### src/rtl/tla_pkg.sv
// ----------------------------------------------------------------------------
// tla_pkg
// Shared types and constants for the temperature limit alarm core.
// ----------------------------------------------------------------------------
package tla_pkg;

    // Event codes carried in the input tuser field
    typedef enum logic [2:0] {
        KIND_TICK   = 3'd0,
        KIND_SAMPLE = 3'd1,
        KIND_SET    = 3'd2,
        KIND_UP     = 3'd3,
        KIND_DOWN   = 3'd4,
        KIND_PAGE   = 3'd5
    } t_kind;

    typedef enum logic [1:0] {
        MODE_MONITOR = 2'd0,
        MODE_EDIT_HI = 2'd1,
        MODE_EDIT_LO = 2'd2
    } t_mode;

    localparam int KIND_W   = 3;
    localparam int RAW_W    = 16;
    localparam int LIMIT_W  = 7;
    localparam int TEMP_W   = 11;
    localparam int TICK_W   = 4;
    localparam int OUT_W    = 32;

    localparam logic [TEMP_W-1:0]  TEMP_MAX_TENTHS = 11'd1200;
    localparam logic [LIMIT_W-1:0] DEG_AT_MAX      = 7'd120;
    localparam logic [LIMIT_W-1:0] LIMIT_MAX       = 7'd99;
    localparam logic [LIMIT_W-1:0] HIGH_RESET      = 7'd40;
    localparam logic [LIMIT_W-1:0] LOW_RESET       = 7'd10;
    localparam logic [TICK_W-1:0]  BLINK_LAST_TICK = 4'd9;

endpackage

### src/rtl/temperature_limit_alarm_core.sv
// ----------------------------------------------------------------------------
// temperature_limit_alarm_core
// High/low temperature limit alarm: converts raw sensor samples to tenths of
// a degree, keeps editable limits and drives lamp, blinking buzzer and LEDs.
// ----------------------------------------------------------------------------
//  channel  dir  signals                          content
//  s        in   i_s_tvalid/o_s_tready, tdata,    one event per request
//                i_s_tuser
//  m        out  o_m_tvalid/i_m_tready, o_m_tdata one status word per event
//
//  One event per cycle while the sink accepts; events pass the input register,
//  then the result register. State is updated when an event moves from the
//  input register into the result register. The input register keeps taking a
//  request while a result waits, so one stalled result blocks the input only
//  one item later. Reset (synchronous, active low) restores limits 40/10,
//  monitor mode, keys disabled and clears the pipeline.
// ----------------------------------------------------------------------------
module temperature_limit_alarm_core
    import tla_pkg::*;
(
    input  logic              i_clk,
    input  logic              i_rst_n,
    input  logic              i_s_tvalid,
    output logic              o_s_tready,
    input  logic [15:0]       i_s_tdata,   // [15:0] raw_reading
    input  logic [2:0]        i_s_tuser,   // [2:0] kind
    output logic              o_m_tvalid,
    input  logic              i_m_tready,
    output logic [OUT_W-1:0]  o_m_tdata    // [0] buzzer_on, [1] alarm_light,
                                           // [2] over_led, [3] under_led,
                                           // [5:4] edit_mode,
                                           // [12:6] high_limit_out,
                                           // [19:13] low_limit_out,
                                           // [30:20] temp_tenths, [31] zero
);

    // input register
    logic              r_in_valid;
    logic [KIND_W-1:0] r_in_kind;
    logic [RAW_W-1:0]  r_in_raw;

    // block state
    t_mode              r_mode,  n_mode;
    logic [LIMIT_W-1:0] r_high,  n_high;
    logic [LIMIT_W-1:0] r_low,   n_low;
    logic [TEMP_W-1:0]  r_temp,  n_temp;
    logic [LIMIT_W-1:0] r_deg,   n_deg;
    logic               r_blink, n_blink;
    logic [TICK_W-1:0]  r_tick,  n_tick;
    logic               r_keys,  n_keys;
    logic               r_over,  n_over;
    logic               r_under, n_under;

    // result register
    logic              r_out_valid;
    logic [OUT_W-1:0]  r_out_data, n_out_data;

    logic              advance;
    logic [19:0]       scaled;
    logic [RAW_W-1:0]  conv;
    logic              conv_sat;
    logic              cond;
    logic              buzz;
    logic              lamp;

    assign advance    = r_in_valid && (!r_out_valid || i_m_tready);
    assign o_s_tready = !r_in_valid || advance;
    assign o_m_tvalid = r_out_valid;
    assign o_m_tdata  = r_out_data;

    // raw*10 + 8 as two shifts and an add; tenths = that >> 4
    assign scaled   = 20'({r_in_raw, 3'b000}) + 20'({r_in_raw, 1'b0}) + 20'd8;
    assign conv     = scaled[19:4];
    assign conv_sat = conv > RAW_W'(TEMP_MAX_TENTHS);

    always_comb begin
        n_mode  = r_mode;
        n_high  = r_high;
        n_low   = r_low;
        n_temp  = r_temp;
        n_deg   = r_deg;
        n_blink = r_blink;
        n_tick  = r_tick;
        n_keys  = r_keys;
        n_over  = r_over;
        n_under = r_under;
        buzz    = 1'b0;
        lamp    = 1'b0;

        case (r_in_kind)
            KIND_TICK: begin
                if (r_tick == BLINK_LAST_TICK) begin
                    n_tick  = '0;
                    n_blink = !r_blink;
                end else begin
                    n_tick = r_tick + 1'b1;
                end
            end
            KIND_SAMPLE: begin
                // whole degrees of the rounded tenths equal raw >> 4
                n_temp = conv_sat ? TEMP_MAX_TENTHS : conv[TEMP_W-1:0];
                n_deg  = conv_sat ? DEG_AT_MAX : r_in_raw[10:4];
            end
            KIND_SET: begin
                if (r_keys) begin
                    case (r_mode)
                        MODE_MONITOR: n_mode = MODE_EDIT_HI;
                        MODE_EDIT_HI: n_mode = MODE_EDIT_LO;
                        default:      n_mode = MODE_MONITOR;
                    endcase
                end
            end
            KIND_UP: begin
                if (r_keys) begin
                    if (r_mode == MODE_EDIT_HI) begin
                        n_high = (r_high >= LIMIT_MAX) ? LIMIT_MAX : r_high + 1'b1;
                    end else if (r_mode == MODE_EDIT_LO) begin
                        n_low = (r_low + 1'b1 >= r_high) ? r_high - 1'b1 : r_low + 1'b1;
                    end
                end
            end
            KIND_DOWN: begin
                if (r_keys) begin
                    if (r_mode == MODE_EDIT_HI) begin
                        n_high = (r_high <= r_low + 1'b1) ? r_low + 1'b1 : r_high - 1'b1;
                    end else if (r_mode == MODE_EDIT_LO) begin
                        if (r_low != '0) begin
                            n_low = r_low - 1'b1;
                        end
                    end
                end
            end
            KIND_PAGE: begin
                n_keys = !r_keys;
            end
            default: begin
            end
        endcase

        cond = (n_deg >= n_high) || (n_deg < n_low);
        if (n_mode == MODE_MONITOR) begin
            lamp    = cond;
            buzz    = cond && n_blink;
            n_over  = n_deg >= n_high;
            n_under = n_deg <= n_low;
        end

        n_out_data = {1'b0, n_temp, n_low, n_high, n_mode, n_under, n_over, lamp, buzz};
    end

    always_ff @(posedge i_clk) begin
        if (!i_rst_n) begin
            r_in_valid  <= 1'b0;
            r_out_valid <= 1'b0;
            r_mode      <= MODE_MONITOR;
            r_high      <= HIGH_RESET;
            r_low       <= LOW_RESET;
            r_temp      <= '0;
            r_deg       <= '0;
            r_blink     <= 1'b0;
            r_tick      <= '0;
            r_keys      <= 1'b0;
            r_over      <= 1'b0;
            r_under     <= 1'b0;
        end else begin
            if (o_s_tready) begin
                r_in_valid <= i_s_tvalid;
            end
            if (advance) begin
                r_out_valid <= 1'b1;
                r_mode      <= n_mode;
                r_high      <= n_high;
                r_low       <= n_low;
                r_temp      <= n_temp;
                r_deg       <= n_deg;
                r_blink     <= n_blink;
                r_tick      <= n_tick;
                r_keys      <= n_keys;
                r_over      <= n_over;
                r_under     <= n_under;
            end else if (i_m_tready) begin
                r_out_valid <= 1'b0;
            end
        end
    end

    always_ff @(posedge i_clk) begin
        if (o_s_tready && i_s_tvalid) begin
            r_in_kind <= i_s_tuser;
            r_in_raw  <= i_s_tdata;
        end
        if (advance) begin
            r_out_data <= n_out_data;
        end
    end

    // limits stay ordered whatever keys arrive
    a_limits_ordered: assert property (@(posedge i_clk) disable iff (!i_rst_n)
        (r_low < r_high) && (r_high <= LIMIT_MAX))
        else $error("limit order broken");

    a_tick_range: assert property (@(posedge i_clk) disable iff (!i_rst_n)
        r_tick <= BLINK_LAST_TICK)
        else $error("tick counter out of range");

    // lamp and buzzer stay dark while a limit is being edited
    a_edit_quiet: assert property (@(posedge i_clk) disable iff (!i_rst_n)
        (o_m_tvalid && (o_m_tdata[5:4] != MODE_MONITOR)) |-> (o_m_tdata[1:0] == 2'b00))
        else $error("alarm active in edit mode");

    a_buzz_needs_lamp: assert property (@(posedge i_clk) disable iff (!i_rst_n)
        (o_m_tvalid && o_m_tdata[0]) |-> o_m_tdata[1])
        else $error("buzzer without alarm lamp");

endmodule

### config.mk
export PLATFORM = sky130hd
export DESIGN_NAME = temperature_limit_alarm_core
export DESIGN_NICKNAME = d
export VERILOG_FILES = /design/src/rtl/tla_pkg.sv /design/src/rtl/temperature_limit_alarm_core.sv
export SDC_FILE = /design/constraint.sdc
export NUM_CORES = 1
export LEC_CHECK = 0
export ABC_AREA = 1
export ABC_CLOCK_PERIOD_IN_PS = 10890
export BUFFER_PORTS_ARGS = -buffer_cell sky130_fd_sc_hd__buf_4
export CAP_MARGIN = 20
export CORE_UTILIZATION = 40
export CTS_BUF_LIST = sky130_fd_sc_hd__clkbuf_4 sky130_fd_sc_hd__clkbuf_8
export CTS_CLUSTER_DIAMETER = 120
export DETAILED_ROUTE_END_ITERATION = 8
export PLACE_DENSITY = 0.66
export SYNTH_ARGS = -nofsm -noshare
export SYNTH_HDL_FRONTEND = slang
export SYNTH_SLANG_ARGS = --single-unit
### constraint.sdc
create_clock -name i_clk -period 10.89 [get_ports i_clk]
set_input_delay 0.5445 -clock i_clk [delete_from_list [all_inputs] [get_ports i_clk]]
set_output_delay 0.5445 -clock i_clk [all_outputs]
set_load 0.01 [all_outputs]
* Word-level counts from Yosys, hierarchy flattened
Cells that the tools add are included.
Widths: inputs -> output; s select.
** Word-level totals
- Register bits :: 94
- Input port bits :: 23
- Word-level logic and storage cells :: 85
** Operators by class
- $add $sub $neg :: 7
- Order comparisons :: 7
- Equality and inequality tests :: 8
- Muxes and demuxes :: 30
- Reductions and logical operators :: 17
** Operator list (count)
- $mux 7 :: 16
- $pmux 7 s2 :: 2
- $mux 11 :: 2
- $add 19x17->20 :: 1
- $add 20x4->20 const B :: 1
- $gt 16x11->1 const B :: 1
- $add 7x1->7 const B :: 2
- $ge 7x7->1 :: 2
- $le 7x7->1 :: 2
- $sub 7x1->7 const B :: 2
- $ge 7x7->1 const B :: 1
- $lt 7x7->1 :: 1
- $reduce_bool 7->1 :: 1
- $eq 3x2->1 const B :: 2
- $eq 3x3->1 const B :: 2
- $mux 1 :: 6
- $add 4x1->4 const B :: 1
- $eq 4x4->1 const B :: 1
- $logic_not 1->1 :: 4
- $logic_not 2->1 :: 2
- $mux 2 :: 2
- $mux 4 :: 1
- $pmux 2 s2 :: 1
- $reduce_and 2->1 :: 2
- 7 further kinds :: 11

* Depth between registers and ports, before layout
- Word-level depth :: 10
- Depth in mapped cells :: 30

* Worst setup path before layout
Ideal clock, no wire load.
- Kind :: register to register
- From :: reg r_in_raw[3]
- To :: reg r_out_data[0], in the netlist o_m_tdata[0], data pin
- Data arrival time :: 3.858 ns
- Data required time :: 10.635 ns
- Setup slack :: 6.777 ns
- Stages on the path, launching flop included :: 28
- Clock period less this slack :: 4.113 ns
- Cells stage by stage :: edfxtp_1 -> ha_1 -> ha_1 -> fa_1 -> or2_2 -> nor2_1 -> nand3_1 -> nand3_1 -> nand2_1 -> nand2_1 -> nand2_1 -> nand2_1 -> nand2_1 -> inv_1 -> buf_6 -> nand3_1 -> o21ai_0 -> inv_1 -> ha_1 -> inv_1 -> a21oi_1 -> o21ai_0 -> a21oi_1 -> o21ai_0 -> a21oi_1 -> a211oi_1 -> a21oi_2 -> and2_1
** On the way
- Longest elaborated chain between the ends :: 8
** Ends and longest elaborated chain
- from (decl) :: line temperature_limit_alarm_core.sv:40 : logic [RAW_W-1:0] r_in_raw;
- from (signal assigned) :: line temperature_limit_alarm_core.sv:190 : r_in_raw <= i_s_tdata;
- $add 19x17->20 * :: line temperature_limit_alarm_core.sv:72 : assign scaled = 20'({r_in_raw, 3'b000}) + 20'({r_in_raw, 1'b0}) + 20'd8;
- $add 20x4->20 * :: line temperature_limit_alarm_core.sv:72
- $gt 16x11->1 * :: line temperature_limit_alarm_core.sv:74 : assign conv_sat = conv > RAW_W'(TEMP_MAX_TENTHS);
- $mux 7 * :: line temperature_limit_alarm_core.sv:102 : n_deg = conv_sat ? DEG_AT_MAX : r_in_raw[10:4];
- $mux 7 * :: line temperature_limit_alarm_core.sv:90 : case (r_in_kind)
- $ge 7x7->1 / $lt 7x7->1 (equally long branches) :: line temperature_limit_alarm_core.sv:140 : cond = (n_deg >= n_high) || (n_deg < n_low);
- $logic_or 1x1->1 * :: line temperature_limit_alarm_core.sv:140
- $logic_and 1x1->1 * :: line temperature_limit_alarm_core.sv:143 : buzz = cond && n_blink;
- to (signal assigned) :: line temperature_limit_alarm_core.sv:193 : r_out_data <= n_out_data;
- to (decl) :: line temperature_limit_alarm_core.sv:56 : logic [OUT_W-1:0] r_out_data, n_out_data;
Every way passes the cells marked *; elsewhere a longest branch is shown, timed or not.
A chain may end at the register's enable or synchronous reset.

* Worst setup path after layout
- From :: reg r_low[0]
- To :: reg r_over
** On the way
- Longest elaborated chain between the ends :: 8
** Ends and longest elaborated chain
- from (decl) :: line temperature_limit_alarm_core.sv:45 : logic [LIMIT_W-1:0] r_low, n_low;
- from (signal assigned) :: line temperature_limit_alarm_core.sv:173 : r_low <= n_low;
- $add 7x1->7 * :: line temperature_limit_alarm_core.sv:125 : n_high = (r_high <= r_low + 1'b1) ? r_low + 1'b1 : r_high - 1'b1;
- $le 7x7->1 :: line temperature_limit_alarm_core.sv:125
- $mux 7 * :: line temperature_limit_alarm_core.sv:125
- $mux 7 * :: line temperature_limit_alarm_core.sv:124 : if (r_mode == MODE_EDIT_HI) begin
- $mux 7 * :: line temperature_limit_alarm_core.sv:123 : if (r_keys) begin
- $pmux 7 s2 * :: line temperature_limit_alarm_core.sv:90
- net n_high[0] :: line temperature_limit_alarm_core.sv:44 : logic [LIMIT_W-1:0] r_high, n_high;
- $ge 7x7->1 * :: line temperature_limit_alarm_core.sv:144 : n_over = n_deg >= n_high;
- $mux 1 * :: line temperature_limit_alarm_core.sv:141 : if (n_mode == MODE_MONITOR) begin
- net n_over :: line temperature_limit_alarm_core.sv:51 : logic r_over, n_over;
- to (signal assigned) :: line temperature_limit_alarm_core.sv:179 : r_over <= n_over;
- to (decl) :: line temperature_limit_alarm_core.sv:51
The timed path passes the listed nets; every way through them passes the cells marked *.

==> impl_summary.txt <==
----------------------------------------------------
[Placement]
  Total placed cells including tap cells ... 1038
  Number of I/O port buffers ... 55
  Routability congestion estimate from global placement ... 0.925
  Half-perimeter wire length of the detailed placement result ... 11000 um

[Logic synthesis]
  EDFF count, synth ... 50
  Part of the Yosys area used for sequential elements ... a little under two fifths
  Post-synthesis net count ... between 800 and 900
  Number of cells produced by synthesis ... 818
  Mean area per synthesized cell ... 7.61 um^2
  Post-synth ARST share ... 0%
  Yosys warns ... 0
  Synth cell types ... 49
  Number of storage elements in the synthesis netlist ... 94
  Flip-flop cell with the highest count after synthesis ... sky130_fd_sc_hd__edfxtp_1
  Cell area after technology mapping ... around 6200 um^2

[Floorplan]
  Area of the core ... around 15000 um^2
  I/O pin cnt ... 57
  Die Span Y ... 127 um
  Total die area ... 16100 um^2
  Die X ... 127 um
  Number of placement rows ... 45
  Initial Util ... approximately two fifths

[Pwr]
  Combinational cell fraction of total power ... between 20% and 30%
  Switching share of power ... 32.7%
  Cell internal power dissipation ... slightly below 0.6 mW
  Power per cell area ... 126 nW/um^2
  Design Power ... 0.882 mW
  Flop pwr share ... between 40 and 50%
  IR drop worst, VDD ... 0.0626 mV
  Net load switching power ... 0.288 mW
  Static leakage ... 3.33 nW
  Part of the power in the clock network ... 27.9%

[Setup path]
  Nature of the critical path endpoint ... flip-flop
  CP Data Required Time ... between 10 and 15 ns
  Highest fanout seen on the critical path ... 17
  Launching element of the worst setup path ... r_low[0]
  Worst Path Arrival ... about 5.1 ns
  Startpoint of the most critical register-to-register path ... r_low[0]
  Kind of critical path ... flip-flop to flip-flop
  Kind of start point of the critical path ... flip-flop

[Clocking]
  H-Tree Level Count ... 3
  TritonCTS clock tree ... built
  Post-CTS Hold Buffers ... 0
  Clock buffer count from CTS ... 9
  Number of buffers inserted by post-CTS setup repair ... 0
  Clock insertion delay at the later pin of the skew report ... 0.38 ns
  Clock-pin transition on the worst setup and hold timing paths ... 0.10 ns
  Cell at the root of the clock tree ... sky130_fd_sc_hd__clkbuf_8
  Resized Gates After CTS ... 0
  CTS max path bufs ... 2
  Sinks on the clock net ... 94

[STA]
  Unrepaired setup endpoints after global routing ... false
  Count of endpoints failing hold in the final timing report ... 0
  Ratio of final minimum period to clock period ... between 40% and 50%
  Top achievable clock speed ... 209 MHz
  Setup_tns ... 0 ns
  Clock tree skew after final layout ... 0.0127 ns
  Time the worst path needs with I/O delays and setup ... 4.79 ns
  Worst rel slew slack ... between 50% and 60%
  Worst Max-Slew Pin Slew ... 0.717 ns
  Max-slew violation count ... 0
  Final number of setup-violating endpoints ... 0

[Global route]
  Global route total overflow ... 0
  First-pass GRT wire length ... 24700 um
  Number of global-route vias before repair ... between 4000 and 5000
  Total global routing track utilization ... roughly a fifth
  Maximum number of pins on one net before global-route repair ... 51
  Number of antenna violations at the first check in global routing ... 0

[Cells and area]
  Net count reported at finish ... roughly 940
  Synthesis-to-finish area growth ... 12.7%
  Number of fill cells ... ~1500
  Number of non-filler instances in the completed layout ... approximately 1100
  Fraction of final layout cells sized beyond drive strength 1 ... 12.9%
  Ant diodes ... 0

[Route]
  Post-detailed-route count of antenna-violating nets ... 0
  Detail-routed net length per standard cell ... around 14 um
  Pre-Repair DR Iteration Count ... 5
  Initial DRC count ... 410
  DR vias ... ~5500
  Sum of routed wire length over all layers ... around 15000 um
  Post-detailed-route DRC marker count ... 0
  Ratio of routed vias to standard cells ... 5.17

[Hold path]
  Worst hold path type ... input port to flip-flop
  Critical hold path startpoint ... i_s_tuser[1]

[Run status]
  Outcome ... complete, no violations

[Job]
  Number of violations of the max-capacitance limit ... 0

----------------------------------------------------
-- layer usage --
layer,GRT usage (%),wire (um),vias to the layer above
li1,-,-,2791
met1,25.4,6900,2523
met2,32.7,6980,116
met3,3.71,612,25
met4,6.44,283,0
met5,0,0,-
-- per-stage QoR --
step / area (um^2) / setup WS, ns / hold WS [ns] / utilization [%]
after floorplan: 6230 / 6.78 / 0.463 / -
after global placement: 6780 / 6.19 / 0.478 / 44.6
after CTS: 6990 / 6.12 / 0.309 / 46.0
after detailed placement: 6780 / 6.14 / 0.483 / 44.6
after global routing: 7020 / 5.59 / 0.304 / 46.1
final: 7020 / 6.10 / 0.331 / 46.1
-- layout make-up --
cell class,count,area (um^2),area share (%)
tap,188,235,3.35
clock inverter,5,58.8,0.838
timing repair buffer,59,463,6.60
sequential,94,2380,34.0
inverter,150,563,8.03
multi-input combinational,548,3170,45.2
clock buffer,11,145,2.07
-- worst paths after layout --
kind,to,slack (ns),depth (start not counted)
max,r_over,6.10,26
min,r_in_kind[1],0.33,1
max reg2reg,r_over,6.10,26
min reg2reg,r_tick[1],0.50,2
-- synthesized netlist by cell type, types with 3 or more instances --
cell / number / area share [%]
sky130_fd_sc_hd__a21oi_2: 3 / 0.42
sky130_fd_sc_hd__inv_2: 9 / 0.54
sky130_fd_sc_hd__nor2_4: 4 / 0.72
sky130_fd_sc_hd__clkbuf_1: 20 / 1.2
sky130_fd_sc_hd__a22oi_1: 3 / 0.36
sky130_fd_sc_hd__o21ai_1: 3 / 0.24
sky130_fd_sc_hd__edfxtp_1: 50 / 24
sky130_fd_sc_hd__xor2_1: 15 / 2.1
sky130_fd_sc_hd__a21oi_1: 62 / 5.0
sky130_fd_sc_hd__o21ai_0: 80 / 6.4
sky130_fd_sc_hd__nor2_1: 51 / 3.1
sky130_fd_sc_hd__nor3_1: 7 / 0.56
sky130_fd_sc_hd__nand2_1: 148 / 8.9
sky130_fd_sc_hd__o211ai_1: 6 / 0.72
sky130_fd_sc_hd__dfxtp_1: 44 / 14
sky130_fd_sc_hd__o21a_1: 3 / 0.36
sky130_fd_sc_hd__xnor2_1: 4 / 0.56
sky130_fd_sc_hd__nand2_2: 9 / 0.90
sky130_fd_sc_hd__ha_1: 52 / 10
sky130_fd_sc_hd__nor4_1: 4 / 0.40
sky130_fd_sc_hd__inv_1: 141 / 8.5
sky130_fd_sc_hd__nand3_2: 5 / 0.80
sky130_fd_sc_hd__nand4_1: 9 / 0.90
sky130_fd_sc_hd__nand3_1: 53 / 4.3
-- cells in the final DEF, fill, tap and decap left out, types with 5 or more instances in the layout --
cell type	synthesis	layout
sky130_fd_sc_hd__nand2_1	148	148
sky130_fd_sc_hd__inv_1	141	140
sky130_fd_sc_hd__o21ai_0	80	80
sky130_fd_sc_hd__a21oi_1	62	62
sky130_fd_sc_hd__buf_4	1	58
sky130_fd_sc_hd__nand3_1	53	53
sky130_fd_sc_hd__ha_1	52	52
sky130_fd_sc_hd__nor2_1	51	51
sky130_fd_sc_hd__edfxtp_1	50	50
sky130_fd_sc_hd__dfxtp_1	44	44
sky130_fd_sc_hd__xor2_1	15	15
sky130_fd_sc_hd__inv_2	9	10
sky130_fd_sc_hd__clkbuf_8	0	10
sky130_fd_sc_hd__nand2_2	9	9
sky130_fd_sc_hd__nand4_1	9	9
sky130_fd_sc_hd__nor3_1	7	7
sky130_fd_sc_hd__o211ai_1	6	6
sky130_fd_sc_hd__nand3_2	5	5
-- critical path, stage by stage (launching register included) --
cell and delay [ns]:
sky130_fd_sc_hd__dfxtp_1 0.42, sky130_fd_sc_hd__ha_1 0.22, sky130_fd_sc_hd__nand3_1 0.12, sky130_fd_sc_hd__nor3_1 0.21, sky130_fd_sc_hd__xor2_1 0.28, sky130_fd_sc_hd__ha_1 0.30
sky130_fd_sc_hd__nand2_1 0.08, sky130_fd_sc_hd__nor2_1 0.06, sky130_fd_sc_hd__nand2_1 0.06, sky130_fd_sc_hd__o211ai_1 0.08, sky130_fd_sc_hd__nand2_1 0.39, sky130_fd_sc_hd__inv_1 0.33
sky130_fd_sc_hd__nor2_1 0.17, sky130_fd_sc_hd__o22ai_1 0.09, sky130_fd_sc_hd__nand2_1 0.06, sky130_fd_sc_hd__o21ai_0 0.15, sky130_fd_sc_hd__ha_1 0.33, sky130_fd_sc_hd__inv_1 0.05
sky130_fd_sc_hd__a21oi_1 0.05, sky130_fd_sc_hd__o21ai_0 0.14, sky130_fd_sc_hd__a21oi_1 0.08, sky130_fd_sc_hd__o21ai_0 0.15, sky130_fd_sc_hd__a21oi_1 0.08, sky130_fd_sc_hd__a211oi_1 0.37
sky130_fd_sc_hd__o21ai_0 0.18, sky130_fd_sc_hd__o21ai_0 0.17, sky130_fd_sc_hd__inv_1 0.06
-- sequential cells by signal (all words and copies together), names as in the netlist --
register	flops
r_low	7
r_under	1
r_tick	4
r_over	1
r_blink	1
o_m_tvalid	1
r_keys	1
r_in_valid	1
r_in_raw	16
r_mode	2
r_temp	11
r_deg	7
r_high	7
o_m_tdata	31
r_in_kind	3
-- power groups by stage --
stage          clock network [mW]  registers [mW]  logic [mW]
6_report                    0.246           0.414       0.223
3_5_place_dp                    0           0.422       0.220
2_1_floorplan                   0           0.418       0.163
3_3_place_gp                    0           0.422       0.218
5_1_grt                     0.266           0.416       0.255
4_1_cts                     0.253           0.414       0.221
-- logic make-up after synthesis --
| kind of cell | Yosys count | share of synthesized area, % |
|---|---|---|
| other | 1 | 0.0602 |
| xor gates and xnor gates | 19 | 2.67 |
| and+or+nand+nor | 301 | 22.0 |
| buffers and inverters | 176 | 10.9 |
| adders and majority gates | 53 | 10.8 |
| AOI/OAI and AO/OA | 174 | 15.3 |
| DFF | 94 | 38.3 |
Power figures use the tool's default switching activity.
